==> src/rtl/bgbd_pkg.sv <==
// Shared constants, types and the LED count table of the battery gauge bar display.
// No dependencies; every other file of the block imports this package.
`default_nettype none

package bgbd_pkg;

  // Block dimensions.
  localparam int unsigned WINDOW_SIZE = 1000;
  localparam int unsigned BAR_LEDS    = 6;
  localparam int unsigned ADC_BITS    = 12;

  // Field widths fixed by the interface.
  localparam int unsigned SAMPLE_W   = 12;
  localparam int unsigned MV_W       = 16;
  localparam int unsigned PCT_W      = 7;
  localparam int unsigned LIT_W      = 3;
  localparam int unsigned COLOR_W    = 2;
  localparam int unsigned SUM_W      = 17;
  localparam int unsigned CFG_IDX_W  = 3;
  localparam int unsigned CFG_DATA_W = 16;

  localparam int unsigned IN_TDATA_W  = ((SAMPLE_W + 7) / 8) * 8;
  localparam int unsigned OUT_FIELD_W = 2 * PCT_W + LIT_W + COLOR_W;
  localparam int unsigned OUT_TDATA_W = ((OUT_FIELD_W + 7) / 8) * 8;

  localparam int unsigned PCT_MAX = 100;
  localparam int unsigned ADC_TOP = (1 << ADC_BITS) - 1;

  // Arithmetic widths.
  localparam int unsigned PROD_W     = ADC_BITS + MV_W;
  localparam int unsigned NUM_W      = PROD_W;
  localparam int unsigned DEN_W      = MV_W;
  localparam int unsigned STEP_W     = $clog2(NUM_W + 1);
  localparam int unsigned MUL_CNT_W  = $clog2(ADC_BITS + 1);
  localparam int unsigned PCT_NUM_W  = MV_W + PCT_W;
  localparam int unsigned PTR_W      = (WINDOW_SIZE > 1) ? $clog2(WINDOW_SIZE) : 1;
  localparam int unsigned FILL_W     = $clog2(WINDOW_SIZE + 1);
  localparam int unsigned LED_CNT_W  = $clog2(BAR_LEDS + 1);
  localparam int unsigned LED_PROD_W = $clog2(BAR_LEDS * 127 + 1);

  // Configuration register indexes.
  typedef enum logic [CFG_IDX_W-1:0] {
    REG_MV_FULL_SCALE = 3'd0,
    REG_EMPTY_MV      = 3'd1,
    REG_FULL_MV       = 3'd2,
    REG_RED_LIMIT     = 3'd3,
    REG_YELLOW_LIMIT  = 3'd4
  } cfg_reg_e;

  typedef enum logic [COLOR_W-1:0] {
    BAR_OFF    = 2'd0,
    BAR_RED    = 2'd1,
    BAR_YELLOW = 2'd2,
    BAR_GREEN  = 2'd3
  } bar_color_e;

  typedef struct packed {
    logic                start;
    logic [ADC_BITS-1:0] a;
    logic [MV_W-1:0]     b;
  } mul_req_t;

  typedef struct packed {
    logic              start;
    logic [STEP_W-1:0] steps;
    logic [NUM_W-1:0]  num;
    logic [DEN_W-1:0]  den;
  } div_req_t;

  // Number of lit LEDs: floor(BAR_LEDS * avg / 100), found by comparing
  // against each LED threshold in parallel.
  function automatic logic [LIT_W-1:0] lit_of(input logic [PCT_W-1:0] avg);
    logic [LED_PROD_W-1:0] scaled;
    logic [LED_CNT_W-1:0]  n;
    scaled = LED_PROD_W'(BAR_LEDS) * LED_PROD_W'(avg);
    n      = '0;
    for (int k = 1; k <= BAR_LEDS; k++) begin
      if (scaled >= LED_PROD_W'(k * PCT_MAX)) begin
        n = LED_CNT_W'(k);
      end
    end
    return LIT_W'(n);
  endfunction

endpackage

`default_nettype wire

==> src/rtl/bgbd_serial_div.sv <==
// Restoring divider that produces one quotient bit per cycle; shared by the
// millivolt, percent and average divisions. Depends on bgbd_pkg.
`default_nettype none

module bgbd_serial_div (
  input  logic                       clk_i,
  input  logic                       rst_ni,
  input  bgbd_pkg::div_req_t         req_i,
  output logic                       done_o,
  output logic [bgbd_pkg::NUM_W-1:0] quot_o
);
  import bgbd_pkg::*;

  // The dividend is aligned to the top of num_q; quotient bits enter at the
  // bottom as dividend bits leave at the top.
  logic [NUM_W-1:0]  num_q, num_d;
  logic [DEN_W-1:0]  rem_q, rem_d, den_q;
  logic [DEN_W:0]    shifted;
  logic [DEN_W+1:0]  diff;
  logic              take;
  logic [STEP_W-1:0] cnt_q, cnt_d;
  logic              busy_q, busy_d, done_q, done_d;

  always_comb begin
    shifted = {rem_q, num_q[NUM_W-1]};
    diff    = {1'b0, shifted} - {2'b00, den_q};
    take    = !diff[DEN_W+1];
    rem_d   = take ? diff[DEN_W-1:0] : shifted[DEN_W-1:0];
    num_d   = {num_q[NUM_W-2:0], take};
  end

  always_comb begin
    busy_d = busy_q;
    cnt_d  = cnt_q;
    done_d = 1'b0;
    if (req_i.start) begin
      busy_d = 1'b1;
      cnt_d  = req_i.steps;
    end else if (busy_q) begin
      cnt_d = cnt_q - 1'b1;
      if (cnt_q == STEP_W'(1)) begin
        busy_d = 1'b0;
        done_d = 1'b1;
      end
    end
  end

  always_ff @(posedge clk_i or negedge rst_ni) begin
    if (!rst_ni) begin
      busy_q <= 1'b0;
      cnt_q  <= '0;
      done_q <= 1'b0;
    end else begin
      busy_q <= busy_d;
      cnt_q  <= cnt_d;
      done_q <= done_d;
    end
  end

  always_ff @(posedge clk_i) begin
    if (req_i.start) begin
      num_q <= req_i.num;
      rem_q <= '0;
      den_q <= req_i.den;
    end else if (busy_q) begin
      num_q <= num_d;
      rem_q <= rem_d;
    end
  end

  assign done_o = done_q;
  assign quot_o = num_q;

endmodule

`default_nettype wire

==> config.mk <==
export PLATFORM = sky130hd
export DESIGN_NAME = bgbd_serial_div
export DESIGN_NICKNAME = d
export VERILOG_FILES = /design/src/rtl/bgbd_pkg.sv /design/src/rtl/bgbd_serial_div.sv
export SDC_FILE = /design/constraint.sdc
export NUM_CORES = 1
export LEC_CHECK = 0
export ABC_AREA = 1
export BUFFER_PORTS_ARGS = -buffer_cell sky130_fd_sc_hd__buf_2
export CAP_MARGIN = 0
export CORE_MARGIN = 1
export CORE_UTILIZATION = 55
export CTS_CLUSTER_SIZE = 10
export DETAILED_ROUTE_END_ITERATION = 16
export GPL_TIMING_DRIVEN = 1
export PLACE_DENSITY = 0.8
export SETUP_SLACK_MARGIN = 0.1
export SYNTH_ARGS = -nofsm -noshare
export SYNTH_HDL_FRONTEND = slang
export SYNTH_SLANG_ARGS = --single-unit
==> constraint.sdc <==
create_clock -name clk_i -period 2 [get_ports clk_i]
set_input_delay 0.4 -clock clk_i [delete_from_list [all_inputs] [get_ports clk_i]]
set_output_delay 0.4 -clock clk_i [all_outputs]
set_load 0.02 [all_outputs]
After elaboration in Yosys (flattened, before gate mapping)
Index checks and enable logic that the tools add are counted.
- logic and storage cells: 22
- flip-flop bits (word level): 67
- output and inout port bits: 29
- input bits: 52
- reduce and logical (&&, ||, !) cells: 2
- equality and inequality tests: 1
- $add $sub $neg: 2
- muxes and demuxes: 11
- operators with widths (cell ; count):
    $mux 28 ; 2
    $sub 17x16->18 ; 1
    $mux 16 ; 1
    $mux 5 ; 2
    $mux 1 ; 6
    $eq 5x1->1 const B ; 1
    $sub 5x1->5 const B ; 1
    $reduce_bool 2->1 ; 1
    $logic_not 1->1 ; 1

Longest topological paths before layout
Gate-level depths: netlist (run 1).
- depth in word-level cells: 4
- mapped depth: 14
- mapped depth without buffers: 14

Worst setup path before layout (run 1)
No wires, ideal clock.
- path type: input port to flip-flop
- start point: input req_i[49] (netlist name)
- end point: register num_q[0] (netlist: quot_o[0]) (enable)
- setup time: 404 ps
- cell stages on the path: 4
- slack: -173 ps
- arrival time: 1769 ps
- required time: 1596 ps
- buffers on the path: 2
- cell sequence: clkbuf_1 > nor2_1 > inv_1 > clkbuf_1
- longest elaborated chain between the ends: 1
- ends and longest elaborated chain (element ; line ; source):
    start, declared ; bgbd_serial_div.sv:8 ; input bgbd_pkg::div_req_t req_i,
    $reduce_bool 2->1 (no source line) ; -- ;
    end signal, assigned ; bgbd_serial_div.sv:62 ; num_q <= req_i.num;
    end signal, assigned ; bgbd_serial_div.sv:66 ; num_q <= num_d;
    end, declared ; bgbd_serial_div.sv:16 ; logic [NUM_W-1:0] num_q, num_d;
Every way passes these cells.
A chain may end at the register's enable or synchronous reset.

Worst setup path after layout (run 1)
- start point: register den_q[11]
- end point: register rem_q[7]
- longest elaborated chain between the ends: 2
- ends and longest elaborated chain (element ; line ; source):
    start, declared ; bgbd_serial_div.sv:17 ; logic [DEN_W-1:0] rem_q, rem_d, den_q;
    start signal, assigned ; bgbd_serial_div.sv:64 ; den_q <= req_i.den;
    $sub 17x16->18 ; bgbd_serial_div.sv:26 ; diff = {1'b0, shifted} - {2'b00, den_q};
    $mux 16 ; bgbd_serial_div.sv:28 ; rem_d = take ? diff[DEN_W-1:0] : shifted[DEN_W-1:0];
    end signal, assigned ; bgbd_serial_div.sv:67 ; rem_q <= rem_d;
    end, declared ; bgbd_serial_div.sv:17 ;
Every way passes these cells.

==> out/qor.csv, run 1 <==
stage,metric,value,unit
layout,Layout area overhead,28.3,%
synth,Post-synth EDFFs,44,
synth,Synth Instances,492,
worst_setup_path,"Req. time, crit path",2280,ps
die,Core Footprint,6830,um2
clock_tree,Num Clock Sinks,67,
timing,TNS Setup,0,ps
die,die width,86.4,um
synth,#FFs+latches synth,67,
run,Max Cap Viol,0,
route,Post-DRT Antenna Nets,0,
route,WL final,9.49,mm
timing,setup violators final,0,
die,io pins,81,
synth,count of cell types in the netlist,37,
layout,layout cell share with drive strength beyond 1,29.8,%
power,Leak,2.55,nW
timing,post-route minimum period,1830,ps
power,PwrDens,1280,nW/um2
die,Vert. Die Dim,86.4,um
worst_setup_path,WS Path Type,flop to flop,
clock_tree,total CTS buffers,9,
worst_setup_path,Worst Path Arrival,2110,ps
clock_tree,CTS tree,built,
clock_tree,CTS Root Cell,clkbuf_8,
layout,Final #Nets,666,
route,via count,3549,
timing,RSZ-0062 raised after global routing,yes,
timing,final worst slack,166,ps
die,die area,7460,um2
synth,synthesized area,3920,um2
route,first-pass iteration count of the detailed router,4,
synth,post-synthesis sequential area ratio,46.4,%
grt,GRT Total Usage,26.0,%
timing,Worst Tran Pin Value,377,ps
route,Vias/cell,5.10,
status,status,completed,
clock_tree,"CTS clk-pin slew, worst paths",90,ps
synth,Mean Syn Cell Area,7.96,um2
timing,Fin. Hold Viols,0,
clock_tree,Clock Path Buffers,2,
route,post-route DRC violation count,0,
timing,Max Freq,545,MHz
timing,"Period Utilization, post-route",91.7,%
timing,skew final,14.5,ps
timing,relative slew slack,74.9,%
grt,largest net degree at the start of global routing,37,
worst_setup_path,CP Max Fanout,5,
power,peak supply drop,0.571,mV
synth,Async SR Flop Fraction,10.4,%
synth,Synth Flop Type,edfxtp_1,
layout,"commonest non-fill, non-tap cells in the layout","nand2_1 (178), buf_2 (80), inv_1 (66)",
placement,I/O Buffers,80,
synth,Syn Nets,563,
worst_setup_path,reg-to-reg startpoint,den_q[11],
route,DR iter-0 viols,279,
grt,vias in the first global route,3307,
clock_tree,H-tree levels,3,
worst_setup_path,CP Launch Point,den_q[11],
worst_setup_path,Setup crit start kind,flop,
placement,dpl ws,103,ps
grt,antenna violations before repair,0,
worst_setup_path,crit end category,flop,
die,Cell Rows,30,
route,routed wire length per instance,13.6,um
worst_setup_path,reg2reg setup slack,170,ps
clock_tree,Clock Latency Late Sink,350,ps
worst_hold_path,hold crit path type,primary input to flop,
layout,ant diodes,0,
placement,Placer Congestion,0.963,
placement,DP HPWL,6.52,mm
timing,Max Slew Vio Count,0,
die,Initial Util,57.3,%
layout,"commonest non-fill, non-tap cell in the layout",nand2_1,
synth,Synth warnings,0,
grt,first-pass GRT wire length,14.8,mm
worst_hold_path,hold wc startpoint,req_i[15],
grt,grt total ovfl,0,
## final cells by class
class	count	area, um2
Timing Repair Buffer	104	632
Tap cell	96	120
Multi-Input combinational cell	338	1960
Sequential cell	67	1820
Clock inverter	5	60.1
Clock buffer	11	151
Fill cell	492	1810
Inverter	75	282
## metrics by stage
stage / util (%) / cell area, um2 / hold slack (ps) / instances / power [W]
3_5_place_dp: 65.8 / 4490 / 243 / 671 / 0.00467
3_3_place_gp: 65.8 / 4490 / 239 / 671 / 0.00460
5_1_grt: 73.6 / 5020 / 211 / 696 / 0.00690
6_report: 73.6 / 5020 / 215 / 696 / 0.00645
4_1_cts: 69.1 / 4720 / 208 / 689 / 0.00589
2_1_floorplan: - / 3930 / 104 / 492 / 0.00404
## timing repair
| item | 4_1_cts | 5_1_grt |
|---|---|---|
| hold endpoints to repair | 7 | 0 |
| buffers inserted | 1 | 4 |
| gates cloned | 0 | 3 |
| endpoints found under the setup margin | 2 | 17 |
| gates resized for setup | 1 | 49 |
| pin swaps | 1 | 15 |
| hold buffers | 1 | 0 |
## final timing paths
kind                             end  depth (start not counted)
setup / recovery            rem_q[7]                         11
setup reg to reg            rem_q[7]                         11
min in group asynchronous     done_o                          2
hold reg to reg            rem_q[12]                          2
hold / removal             den_q[15]                          1
max in group asynchronous   cnt_q[3]                          2
## cells by family after synthesis
| logic type | share of synthesized area [%] |
|---|---|
| buffers and inverters | 9.04 |
| XOR/XNOR | 2.24 |
| flip-flops | 46.4 |
| AO/OA/AOI/OAI | 4.25 |
| adder cells (fa/ha/maj) | 6.26 |
| AND/OR/NAND/NOR | 31.8 |
## per-layer routing
layer | routed length, um | vias up | share of wire [%] | global-route usage [%]
met5 | 0 | - | 0 | 0
met4 | 191 | 0 | 2.0 | 10.0
met3 | 726 | 20 | 7.7 | 6.19
met2 | 4560 | 135 | 48 | 42.9
met1 | 4020 | 1621 | 42 | 33.2
li1 | - | 1773 | - | -
## flip-flops by register name, indices dropped and copies added (netlist names)
register  flops
quot_o       28
rem_q        16
done_o        1
busy_q        1
den_q        16
cnt_q         5
## report_power, final
group / switching, W / internal [W]
sequential: 0.000218 / 0.00178
combinational: 0.00188 / 0.00137
clock: 0.000559 / 0.000648
total: 0.00266 / 0.00379
## cells in the mapped netlist, types with 3 or more instances
master      n  share of area, %
inv_1      73               7.0
nand2_1   191                18
o21ai_1     4              0.51
dfrtp_1     7               4.5
nand4_1     5              0.80
nand3b_1    3              0.57
xor2_1      3              0.67
nand3_2    10               2.6
nor3_1      3              0.38
ha_1       18               5.7
nand2_2     3              0.48
edfxtp_1   44                34
clkbuf_1    9              0.86
dfxtp_1    16               8.2
nor2_1     16               1.5
xnor2_1     7               1.6
nand3_1    42               5.4
o21ai_0     6              0.77
a21oi_1     9               1.1
## worst max-delay path, stage by stage, from the launching register on
cell and delay, ps:
edfxtp_1 340, inv_1 50, ha_1 320, nand2_2 80, buf_4 140, nor2_1 150
and2_4 200, nand2_8 90, buf_8 140, nand3_1 80, nand3_2 110, o21ai_2 70
(Power assumes the default switching activity.)
==> inputs of run 2 (changes only) <==
Settings changed: CORE_MARGIN 1 to 2, GPL_TIMING_DRIVEN 1 to unset, SKIP_CTS_REPAIR_TIMING set to 1.
==> out/qor.csv, run 2 (synthesis gave the netlist of run 1 again) <==
stage,metric,value,unit
grt,largest net degree at the start of global routing,36,
power,PwrDens,1310,nW/um2
route,first-pass iteration count of the detailed router,5,
timing,TNS Setup,0,ps
layout,filler cell count,493,
worst_setup_path,Worst Path Arrival,2080,ps
clock_tree,CTS Root Cell,clkbuf_8,
die,Vert. Die Dim,88.4,um
placement,Placer Congestion,0.955,
worst_setup_path,"Max stage delay cell, worst path",edfxtp_1,
route,routed wire length per instance,14.6,um
placement,DP HPWL,6.55,mm
timing,skew final,8.48,ps
clock_tree,Clock Latency Late Sink,340,ps
layout,Final #Nets,671,
worst_setup_path,"Cell Chain, Critical Path",inv_2 -> ha_4 -> nand2_2 -> inv_2 -> nand2_1 -> nand3_2 -> a21oi_4 -> buf_12 -> buf_6 -> nand3_1 -> nand3_1 -> o21ai_0,
clock_tree,CTS tree,built,
layout,"commonest non-fill, non-tap cell in the layout",nand2_1,
worst_hold_path,hold wc startpoint,req_i[9],
timing,post-route minimum period,1850,ps
timing,"Period Utilization, post-route",92.6,%
layout,Layout area overhead,31.7,%
placement,I/O Buffers,80,
grt,GRT Total Usage,24.9,%
timing,Worst Tran Pin Value,401,ps
layout,layout cell share with drive strength beyond 1,31.7,%
timing,Max Freq,540,MHz
layout,ant diodes,0,
die,Core Footprint,6830,um2
clock_tree,Num Clock Sinks,67,
timing,Fin. Hold Viols,0,
route,Post-DRT Antenna Nets,0,
placement,dpl cells,670,
status,status,completed,
die,Initial Util,57.3,%
layout,post-route insts no fill,701,
layout,"commonest non-fill, non-tap cells in the layout","nand2_1 (177), buf_2 (80), inv_1 (63)",
clock_tree,total CTS buffers,9,
worst_setup_path,CP Max Fanout,8,
worst_setup_path,CP Launch Point,den_q[12],
route,post-route DRC violation count,0,
clock_tree,"CTS clk-pin slew, worst paths",70,ps
worst_setup_path,reg-to-reg startpoint,den_q[12],
worst_setup_path,Setup crit start kind,flop,
route,Vias/cell,5.27,
run,Max Cap Viol,0,
worst_setup_path,max incr delay on CP,410,ps
worst_setup_path,WS Path Type,flop to flop,
timing,relative slew slack,73.3,%
grt,first-pass GRT wire length,14.9,mm
route,DR iter-0 viols,299,
die,die width,88.4,um
die,Cell Rows,30,
layout,Reg area,1820,um2
power,Leak,2.62,nW
die,io pins,81,
timing,setup violators final,0,
worst_setup_path,crit end category,flop,
route,via count,3696,
clock_tree,Clock Path Buffers,2,
worst_setup_path,"Req. time, crit path",2230,ps
route,WL final,10.3,mm
grt,antenna violations before repair,0,
timing,Max Slew Vio Count,0,
layout,max FFs per register,28,
worst_hold_path,hold crit path type,primary input to flop,
grt,vias in the first global route,3435,
clock_tree,H-tree levels,3,
die,die area,7810,um2
grt,grt total ovfl,0,
timing,RSZ-0062 raised after global routing,yes,
power,peak supply drop,0.553,mV
layout,multi-input logic area,2020,um2
timing,WHS,230,ps
-- run 2: per-stage QoR --
stage	area (um2)	setup WS (ps)	power (W)	utilization (%)
2_1_floorplan	3930	103	0.00404	-
3_3_place_gp	4510	135	0.00467	66.0
3_5_place_dp	4510	74.5	0.00474	66.0
4_1_cts	4710	55.9	0.00591	69.0
5_1_grt	5160	43.3	0.00716	75.5
6_report	5160	149	0.00674	75.5
-- run 2: path summary, 6_finish.rpt --
| kind | endpoint | slack (ps) | depth (start not counted) |
|---|---|---|---|
| worst max-delay path | rem_q[2] | 150 | 12 |
| worst min-delay path | den_q[9] | 230 | 1 |
| worst max register to register | rem_q[2] | 150 | 12 |
| worst min register to register | rem_q[12] | 480 | 2 |
| max in group asynchronous | cnt_q[2] | 1420 | 2 |
| min in group asynchronous | done_o | 420 | 2 |
-- run 2: layout make-up --
cell class	instances	area share (%)
multi-input cells	338	39.2
flip-flops and latches	67	35.2
repair buffers	109	13.9
inverters	75	5.51
clock buffers	10	2.67
well taps	96	2.33
clock inverters	6	1.24
-- run 2: per-layer routing --
metal / vias to the layer above / wire length, um / GRT usage [%]
met3: 28 / 758 / 5.13
met5: - / 0 / 0
met2: 179 / 4990 / 42.2
met4: 0 / 273 / 11.4
met1: 1700 / 4240 / 30.5
li1: 1789 / - / -
-- run 2: worst max-delay path: cells and delay by family (launching register included) --
kind            cells  cell delay (ps)
simple gates        5              440
buf+inv             4              420
flops               1              410
compound gates      2              270
fa+ha+maj           1              210
-- run 2: power breakdown --
part	leakage, nW	internal [W]	switching (W)	total [W]
Combinational	1.85	0.00154	0.00205	0.00359
Clock	0.100	0.000610	0.000537	0.00115
Sequential	0.678	0.00178	0.000225	0.00200
Total	2.62	0.00393	0.00281	0.00674
