[src/rtl/bgbd_pkg.sv]
// Shared constants, types and the LED count table of the battery gauge bar display.
// No dependencies; every other file of the block imports this package.
`default_nettype none

package bgbd_pkg;

  // Block dimensions.
  localparam int unsigned WINDOW_SIZE = 1000;
  localparam int unsigned BAR_LEDS    = 6;
  localparam int unsigned ADC_BITS    = 12;

  // Field widths fixed by the interface.
  localparam int unsigned SAMPLE_W   = 12;
  localparam int unsigned MV_W       = 16;
  localparam int unsigned PCT_W      = 7;
  localparam int unsigned LIT_W      = 3;
  localparam int unsigned COLOR_W    = 2;
  localparam int unsigned SUM_W      = 17;
  localparam int unsigned CFG_IDX_W  = 3;
  localparam int unsigned CFG_DATA_W = 16;

  localparam int unsigned IN_TDATA_W  = ((SAMPLE_W + 7) / 8) * 8;
  localparam int unsigned OUT_FIELD_W = 2 * PCT_W + LIT_W + COLOR_W;
  localparam int unsigned OUT_TDATA_W = ((OUT_FIELD_W + 7) / 8) * 8;

  localparam int unsigned PCT_MAX = 100;
  localparam int unsigned ADC_TOP = (1 << ADC_BITS) - 1;

  // Arithmetic widths.
  localparam int unsigned PROD_W     = ADC_BITS + MV_W;
  localparam int unsigned NUM_W      = PROD_W;
  localparam int unsigned DEN_W      = MV_W;
  localparam int unsigned STEP_W     = $clog2(NUM_W + 1);
  localparam int unsigned MUL_CNT_W  = $clog2(ADC_BITS + 1);
  localparam int unsigned PCT_NUM_W  = MV_W + PCT_W;
  localparam int unsigned PTR_W      = (WINDOW_SIZE > 1) ? $clog2(WINDOW_SIZE) : 1;
  localparam int unsigned FILL_W     = $clog2(WINDOW_SIZE + 1);
  localparam int unsigned LED_CNT_W  = $clog2(BAR_LEDS + 1);
  localparam int unsigned LED_PROD_W = $clog2(BAR_LEDS * 127 + 1);

  // Configuration register indexes.
  typedef enum logic [CFG_IDX_W-1:0] {
    REG_MV_FULL_SCALE = 3'd0,
    REG_EMPTY_MV      = 3'd1,
    REG_FULL_MV       = 3'd2,
    REG_RED_LIMIT     = 3'd3,
    REG_YELLOW_LIMIT  = 3'd4
  } cfg_reg_e;

  typedef enum logic [COLOR_W-1:0] {
    BAR_OFF    = 2'd0,
    BAR_RED    = 2'd1,
    BAR_YELLOW = 2'd2,
    BAR_GREEN  = 2'd3
  } bar_color_e;

  typedef struct packed {
    logic                start;
    logic [ADC_BITS-1:0] a;
    logic [MV_W-1:0]     b;
  } mul_req_t;

  typedef struct packed {
    logic              start;
    logic [STEP_W-1:0] steps;
    logic [NUM_W-1:0]  num;
    logic [DEN_W-1:0]  den;
  } div_req_t;

  // Number of lit LEDs: floor(BAR_LEDS * avg / 100), found by comparing
  // against each LED threshold in parallel.
  function automatic logic [LIT_W-1:0] lit_of(input logic [PCT_W-1:0] avg);
    logic [LED_PROD_W-1:0] scaled;
    logic [LED_CNT_W-1:0]  n;
    scaled = LED_PROD_W'(BAR_LEDS) * LED_PROD_W'(avg);
    n      = '0;
    for (int k = 1; k <= BAR_LEDS; k++) begin
      if (scaled >= LED_PROD_W'(k * PCT_MAX)) begin
        n = LED_CNT_W'(k);
      end
    end
    return LIT_W'(n);
  endfunction

endpackage

`default_nettype wire

[src/rtl/bgbd_serial_mul.sv]
// Bit-serial shift-and-add multiplier: sample times millivolt scale, one
// multiplier bit per cycle. Depends on bgbd_pkg.
`default_nettype none

module bgbd_serial_mul (
  input  logic                     clk_i,
  input  logic                     rst_ni,
  input  bgbd_pkg::mul_req_t       req_i,
  output logic                     done_o,
  output logic [bgbd_pkg::PROD_W-1:0] prod_o
);
  import bgbd_pkg::*;

  logic [MV_W-1:0]      hi_q, hi_d, m_q;
  logic [ADC_BITS-1:0]  lo_q, lo_d;
  logic [MV_W:0]        sum;
  logic [MUL_CNT_W-1:0] cnt_q, cnt_d;
  logic                 busy_q, busy_d, done_q, done_d;

  always_comb begin
    sum  = {1'b0, hi_q} + (lo_q[0] ? {1'b0, m_q} : '0);
    hi_d = sum[MV_W:1];
    lo_d = {sum[0], lo_q[ADC_BITS-1:1]};
  end

  always_comb begin
    busy_d = busy_q;
    cnt_d  = cnt_q;
    done_d = 1'b0;
    if (req_i.start) begin
      busy_d = 1'b1;
      cnt_d  = MUL_CNT_W'(ADC_BITS);
    end else if (busy_q) begin
      cnt_d = cnt_q - 1'b1;
      if (cnt_q == MUL_CNT_W'(1)) begin
        busy_d = 1'b0;
        done_d = 1'b1;
      end
    end
  end

  always_ff @(posedge clk_i or negedge rst_ni) begin
    if (!rst_ni) begin
      busy_q <= 1'b0;
      cnt_q  <= '0;
      done_q <= 1'b0;
    end else begin
      busy_q <= busy_d;
      cnt_q  <= cnt_d;
      done_q <= done_d;
    end
  end

  always_ff @(posedge clk_i) begin
    if (req_i.start) begin
      hi_q <= '0;
      lo_q <= req_i.a;
      m_q  <= req_i.b;
    end else if (busy_q) begin
      hi_q <= hi_d;
      lo_q <= lo_d;
    end
  end

  assign done_o = done_q;
  assign prod_o = {hi_q, lo_q};

endmodule

`default_nettype wire

[config.mk]
export PLATFORM = sky130hd
export DESIGN_NAME = bgbd_serial_mul
export DESIGN_NICKNAME = d
export VERILOG_FILES = /design/src/rtl/bgbd_pkg.sv /design/src/rtl/bgbd_serial_mul.sv
export SDC_FILE = /design/constraint.sdc
export NUM_CORES = 1
export LEC_CHECK = 0
export BUFFER_PORTS_ARGS = -buffer_cell sky130_fd_sc_hd__buf_2
export CAP_MARGIN = 20
export CORE_ASPECT_RATIO = 0.6
export CORE_UTILIZATION = 55
export DETAILED_ROUTE_END_ITERATION = 6
export PLACE_DENSITY = 0.79
export SLEW_MARGIN = 10
export SYNTH_ARGS = -nofsm -noshare
export SYNTH_HDL_FRONTEND = slang
export SYNTH_SLANG_ARGS = --single-unit
export TNS_END_PERCENT = 5
[constraint.sdc]
create_clock -name clk_i -period 4.5 [get_ports clk_i]
set_input_delay 0.45 -clock clk_i [delete_from_list [all_inputs] [get_ports clk_i]]
set_output_delay 0.45 -clock clk_i [all_outputs]
set_load 0.01 [all_outputs]
Word level (Yosys, flattened, before mapping)

Cells that the tools add are included.

Add/sub/neg operators: 2
Eq/ne operators: 1
Mux-type cells: 11
Reductions and logical operators: 1

Operator list:

| kind                  | count |
|---|---|
| $mux W12              | 2 |
| $add A16 B16 Y17      | 1 |
| $mux W16              | 1 |
| $mux W4               | 2 |
| $mux W1               | 6 |
| $eq A4 B1 Y1 const B  | 1 |
| $sub A4 B1 Y4 const B | 1 |
| $reduce_bool A2 Y1    | 1 |

Register bits after elaboration: 50
Word-level logic and storage cells: 21

Depth between registers and ports, before layout

Gate-level depths: netlist of the first run.

Word-level depth: 4
Gate-level depth with buffers: 10
Depth with buffers taken out: 9

Worst setup path after synthesis of the first run

OpenSTA, ideal clock, no wires.

Path kind: reg2reg
From: reg lo_q[0]
To: reg hi_q[15]
Arrival time: 2.557 ns
Setup slack: 1.808 ns
Cell stages (with the launch flop): 11
Path through: edfxtp_1 clkbuf_1 and2_1 ha_1 fa_1 a21o_1 a221o_1 nand4_1 o211ai_2 a2111oi_2 nor4_1

Word-level cells in the longest chain between the ends: 2

RTL lines:

| what                     | line                  | text |
|---|---|---|
| start: declaration       | bgbd_serial_mul.sv:15 | `logic [ADC_BITS-1:0] lo_q, lo_d;` |
| start signal: assignment | bgbd_serial_mul.sv:57 | `lo_q <= req_i.a;` |
| start signal: assignment | bgbd_serial_mul.sv:61 | `lo_q <= lo_d;` |
| $mux W16                 | bgbd_serial_mul.sv:21 | `sum = {1'b0, hi_q} + (lo_q[0] ? {1'b0, m_q} : '0);` |
| $add A16 B16 Y17         | bgbd_serial_mul.sv:21 |  |
| end signal: assignment   | bgbd_serial_mul.sv:60 | `hi_q <= hi_d;` |
| end: declaration         | bgbd_serial_mul.sv:14 | `logic [MV_W-1:0] hi_q, hi_d, m_q;` |

No other way between the ends.
A chain may end at the register's enable or synchronous reset.

Worst setup path in the final report of the first run

From: reg lo_q[0]
To: reg hi_q[9]

Same word-level chain as after synthesis.

==> metrics.txt, run 1 <==
Mapped Cells=between 200 and 250; Logic pwr share=0.345; max_cap viols=0; pins over their slew limit=0; Worst Setup End Kind=flip-flop; Yosys cell types=44; Top Usage Layer GRT=met2; setup tns final=0 ps; async set-or-reset flop fraction in the synthesized netlist=0.120; share of cells above drive strength 1=0.266; 1st-iter DRT viols=a little under 100; R2R Path Start=lo_q[0]$_DFFE_PP_; syn_nets=293; Hold Buf Count CTS=1; met2 Use GR=0.350; vias in the first global route=2015; top cells by area, synth=edfxtp_1, dfxtp_1, ha_1; HPWL after DPL=approximately 4000 um; Post-synth EDFFs=28; hold path start=req_i[15]; Die Span X=91.6 um; H-Tree Depth=2; Cell Pwr Density=around 460 nW/um2; Place WS=about 1500 ps; Initial Util=0.577; worst-path fanout max=17; PostCTS Resize Cnt=0; final net count=around 350; Routability Congestion=~0.87; first drt pass iteration count=4; worst hold path depth=1; # diodes=0; via count=around 2100; Avg Cell Area, Syn=about 11 um2; initial antenna violation count=0; CORE AREA=roughly 4600 um2; Hold Path Sink=m_q[15]$_DFFE_PP_; met3 Usage GRT=0.0656; Highest Clock Rate=between 0.3 and 0.4 GHz; grt total ovfl=0; min Tclk post-route=3000 ps; Seq pwr share=0.435; Clock Power Share=0.220; Routed WL=around 5500 um; Post-Syn Area=2650 um2; leakage=approximately 0.0014 uW; DIE HEIGHT=between 50 and 60 um; Clock Path Buffers=2; Psw=475 uW; CTS tree=built; Seq cells post-synth=50; # IOs=60; grt met1 use=0.327; first-pass GRT wire length=between 9000 and 10000 um; sw frac=0.333; post-synthesis sequential area ratio=0.496; CTS root buffer=clkbuf_8; Slew @ Worst Pin=around 790 ps; Clock transition at path regs=roughly 90 ps; Max-slew headroom=0.476; IR drop worst, VDD=0.219 mV; CP Class=flip-flop to flip-flop; RSZ-0062 raised after global routing=false; arrival time at the worst endpoint=3170 ps; Site Rows=19; Power Internal=between 900 and 1000 uW; area leader, netlist=edfxtp_1; PnR worst setup slack=between 1500 and 2000 ps; Syn. warnings=0; Period Utilization, post-route=0.666; Layout area overhead=17.8%; status=finished clean; Hold Fails Final Rpt=0; Clock Sinks=50; # setup viols final=0; largest net degree at the start of global routing=32; reg2reg path depth=9; FF-to-FF End=hi_q[9]$_SDFFE_PP0P_; # port buffers=59; worst reg2reg setup slack=approximately 1500 ps; total CTS buffers=5; Hold Path Class=input port to flip-flop; Clock Latency Late Sink=around 300 ps; area share of the largest cell type after synthesis=0.318; predominant post-synthesis flop cell=edfxtp_1; per-cell routed wire length=~15 um; Setup Skew=just over 10 ps; DRC viols=0; CP Launch Type=flip-flop; vias per inst=about 5.7; DRT antenna net count=0; post-CTS setup buffer count=0; CP Data Required Time=roughly 4700 ps; die area=a little over 5000 um2; # fillers=around 360; Tot GR Track Use=0.231
-- power by group through the flow --
stage | registers [uW] | clock network, uW | logic, uW
floorplan | 645 | 0 | 318
global placement | 629 | 0 | 472
detailed placement | 630 | 0 | 486
CTS | 621 | 321 | 490
global route | 631 | 335 | 544
finish | 621 | 314 | 493
-- per-layer routing --
layer | share of wire | vias up | wire length [um]
met3 | 0.069 | 7 | 374
met1 | 0.49 | 1004 | 2690
met2 | 0.43 | 73 | 2340
met5 | 0 | - | 0
li1 | - | 1008 | -
met4 | 0.010 | 0 | 55
-- cells in the mapped netlist (8+ instances only) --
master    number
edfxtp_1      28
nor2_1        20
ha_1          18
a21oi_1       17
and2_1        16
dfxtp_1       16
nand2_1       16
mux2_2        12
inv_1          9
xnor2_1        9
mux2i_1        8
-- logic make-up (layout without fill, tap and decap cells) --
logic type      after synthesis  after routing  share of synthesized area
fa+ha+maj                    19             19                     0.0927
simple gates                 80             80                      0.154
flops                        50             50                      0.496
compound gates               45             45                      0.114
xor+xnor                     11             11                     0.0364
mux                          20             20                     0.0813
buf+inv                      18             79                     0.0260
-- worst max-delay path, cell delays in order, from the launching register on --
cell	delay, ps
edfxtp_1	630
and2_1	250
ha_1	210
fa_1	420
a21o_1	220
a221o_1	370
a211oi_1	360
o31ai_1	150
xnor2_1	170
o21ai_0	90
-- flip-flops by register name, summed over array words and instances, names as in the netlist --
| name | flops |
|---|---|
| busy_q | 1 |
| hi_q | 16 |
| cnt_q | 4 |
| done_o | 1 |
| lo_q | 12 |
| m_q | 16 |
-- cells in the final DEF, fill, tap and decap left out, drive strengths merged, types with 8 or more instances in the layout --
master	instances
buf	60
edfxtp	28
nor2	20
ha	18
a21oi	17
and2	16
nand2	16
dfxtp	16
mux2	12
inv	9
xnor2	9
mux2i	8
-- layout make-up --
type                    count  area, um2  share of cell area
clock buffers               6       72.6              0.0233
well taps                  63       78.8              0.0253
multi-input cells         175       1270               0.406
clock inverters             2       37.5              0.0120
inverters                  10       37.5              0.0120
flip-flops and latches     50       1310               0.421
repair buffers             61        313               0.100
-- per-stage QoR --
stage               hold WS, ps  utilization  power (uW)  instances  area, um2
global placement            279        0.653        1100        358       3000
floorplan                   154            -         963        243       2650
finish                      313        0.679        1430        367       3120
global route                301        0.679        1510        367       3120
CTS                         304        0.679        1430        367       3120
detailed placement          280        0.653        1120        358       3000
-- worst max path at each step --
stage	cells after the start	to	start
final	9	hi_q[9]$_SDFFE_PP0P_	lo_q[0]$_DFFE_PP_
after global routing	9	hi_q[9]$_SDFFE_PP0P_	lo_q[0]$_DFFE_PP_
after CTS	9	hi_q[9]$_SDFFE_PP0P_	lo_q[0]$_DFFE_PP_
after detailed placement	9	hi_q[9]$_SDFFE_PP0P_	lo_q[0]$_DFFE_PP_
after global placement	9	hi_q[9]$_SDFFE_PP0P_	lo_q[0]$_DFFE_PP_
after floorplan	10	hi_q[15]$_SDFFE_PP0P_	lo_q[0]$_DFFE_PP_
No activity file was read; power rests on OpenSTA's default activity.
==> inputs of run 2 (changes only) <==
CORE_UTILIZATION = 49   (was 55)
PLACE_DENSITY = 0.74   (was 0.79)
clock period = 2.5 ns   (was 4.5 ns; I/O delays follow)
==> metrics.txt, run 2 (synthesized netlist as in run 1, its figures left out) <==
status=finished clean (unchanged); CP Class=flip-flop to flip-flop (unchanged); CORE AREA=5130 um2 (was 4590 um2); Max-slew headroom=0.697 (was 0.476); wire length on met3=373 um (was 374 um); Hold Fails Final Rpt=0 (unchanged); DRC viols=0 (unchanged); per-cell routed wire length=14.4 um (was 14.9 um); HPWL after DPL=4070 um (was 4020 um); max_cap viols=0 (unchanged); Worst Setup End Kind=flip-flop (unchanged); arrival time at the worst endpoint=2640 ps (was 3170 ps); Clock transition at path regs=100 ps (was 90 ps); Period Utilization, post-route=0.981 (was 0.666); vias in the first global route=1965 (was 2015); biggest regs=hi_q x16, m_q x16, lo_q x12 (unchanged); pins over their slew limit=0 (unchanged); Die Span X=96.9 um (was 91.6 um); first drt pass iteration count=4 (unchanged); DIE HEIGHT=58.9 um (was 55.7 um); CP Data Required Time=2690 ps (was 4670 ps); critical path's largest stage delay=420 ps (was 630 ps); worst hold margin=107 ps (was 313 ps); Clock Power Share=0.225 (was 0.220); Site Rows=20 (was 19); Psw=883 uW (was 475 uW); CP cell instances=buf_4 -> and2_1 -> fa_2 -> a21o_1 -> a221o_1 -> nand4_1 -> o211ai_2 -> a2111oi_2 -> nor4_1 (was and2_1 -> ha_1 -> fa_1 -> a21o_1 -> a221o_1 -> a211oi_1 -> o31ai_1 -> xnor2_1 -> o21ai_0); 1st-iter DRT viols=96 (was 98); Routed WL=5440 um (was 5460 um); Hold Path Class=input port to flip-flop (unchanged); # port buffers=59 (unchanged); DRT antenna net count=0 (unchanged); placed cells=367 (was 358); RSZ-0062 raised after global routing=true (was false); leakage=0.00145 uW (was 0.00141 uW); worst-path fanout max=12 (was 17); initial antenna violation count=0 (unchanged); # IOs=60 (unchanged); Initial Util=0.516 (was 0.577); sw frac=0.336 (was 0.333); final core occ=0.629 (was 0.679); Tot GR Track Use=0.202 (was 0.231); final net count=361 (was 353); FF+latch area=1310 um2 (unchanged); # diodes=0 (unchanged); CTS tree=built (unchanged); Post-DP Area=3060 um2 (was 3000 um2); Power Internal=1740 uW (was 952 uW); Clock Path Buffers=2 (unchanged); H-Tree Depth=2 (unchanged); IR drop worst, VDD=0.351 mV (was 0.219 mV); vias per inst=5.41 (was 5.70); WL met2=2260 um (was 2340 um); largest net degree at the start of global routing=29 (was 32); Slew @ Worst Pin=454 ps (was 785 ps); CP Launch Type=flip-flop (unchanged); Clock Sinks=50 (unchanged); most frequent cells in the layout=buf_2, edfxtp_1, nor2_1 (unchanged); die area=5710 um2 (was 5100 um2); CTS root buffer=clkbuf_8 (unchanged); share of cells above drive strength 1=0.314 (was 0.266); cell area after layout=3230 um2 (was 3120 um2); top routing layer in use=met4 (unchanged); # fillers=419 (was 363); Seq pwr share=0.423 (was 0.435); Clock Latency Late Sink=310 ps (was 300 ps); first-pass GRT wire length=9070 um (was 9290 um); # setup viols final=0 (unchanged); Highest Clock Rate=0.408 GHz (was 0.334 GHz); commonest non-fill, non-tap cell in the layout=buf_2 (unchanged); total CTS buffers=5 (unchanged); setup tns final=0 ps (unchanged); CP max stage cell=edfxtp_1 (unchanged); met1 WL=2770 um (was 2690 um); grt total ovfl=0 (unchanged); Multi-input gate area=1310 um2 (was 1270 um2); via count=2046 (was 2092); final std cells w/o fill=378 (was 367); Setup Skew=14.7 ps (was 10.4 ps); min Tclk post-route=2450 ps (was 3000 ps); Cell Pwr Density=814 nW/um2 (was 458 nW/um2); Routability Congestion=0.851 (was 0.868); Logic pwr share=0.352 (was 0.345); Layout area overhead=22.0% (was 17.8%)
-- run 2: cell types whose count changed in the layout (fill, tap and decap cells not counted), moves of 2 or more --
cell     previous run  this run
buf_4               1         9
a21oi_1            17        15
inv_6               0         2
a21oi_2             0         2
ha_1               18        16
-- run 2: path summary, 6_finish.rpt --
kind / from / endpoint / slack, ps / cells past startpoint
max: lo_q[0]$_DFFE_PP_ / hi_q[15]$_SDFFE_PP0P_ / 50 / 9
min: req_i[2] / m_q[2]$_DFFE_PP_ / 110 / 1
max reg2reg: lo_q[0]$_DFFE_PP_ / hi_q[15]$_SDFFE_PP0P_ / 50 / 9
min reg2reg: hi_q[9]$_SDFFE_PP0P_ / hi_q[9]$_SDFFE_PP0P_ / 490 / 2
max in group asynchronous: rst_ni / cnt_q[0]$_DFFE_PN0P_ / 2060 / 2
min in group asynchronous: rst_ni / cnt_q[2]$_DFFE_PN0P_ / 300 / 2
-- run 2: critical path: cells and delay by family, from the launching register on --
family          cells  cell delay [ps]
simple gates        3              360
flops               1              420
buf+inv             1              190
compound gates      4              990
fa+ha+maj           1              360
-- run 2: power groups by stage --
stage / Sequential, uW / Combinational, uW / Clock, uW
after global placement: 1130 / 872 / 0
after CTS: 1110 / 908 / 605
final: 1110 / 925 / 591
after floorplan: 1160 / 577 / 0
after global routing: 1130 / 1030 / 632
after detailed placement: 1130 / 895 / 0
-- run 2: area by class of cell --
type,count,share of cell area
inverter,10,0.0116
sequential,50,0.406
multi-input combinational,175,0.405
clock buffer,5,0.0213
tap,66,0.0256
clock inverter,3,0.0147
timing repair buffer,69,0.116
-- run 2: per-stage QoR --
step           power [uW]  setup WS (ps)
6_report             2630           48.1
4_1_cts              2630           3.23
2_1_floorplan        1740          -68.9
3_3_place_gp         2000           82.6
5_1_grt              2800          -77.7
3_5_place_dp         2020          -59.7
-- run 2: what timing repair did --
action	4_1_cts	5_1_grt
buffers inserted	2	0
endpoints found under the hold margin	6	0
gates resized for setup	1	5
setup endpoints to repair	3	9
pin swaps	1	2
hold buffers	1	0
-- run 2: routing by layer --
layer / vias to the layer above / track usage
met3: 4 / 0.0606
met4: 0 / 0.0490
li1: 1027 / -
met2: 73 / 0.323
met5: - / 0
met1: 942 / 0.274
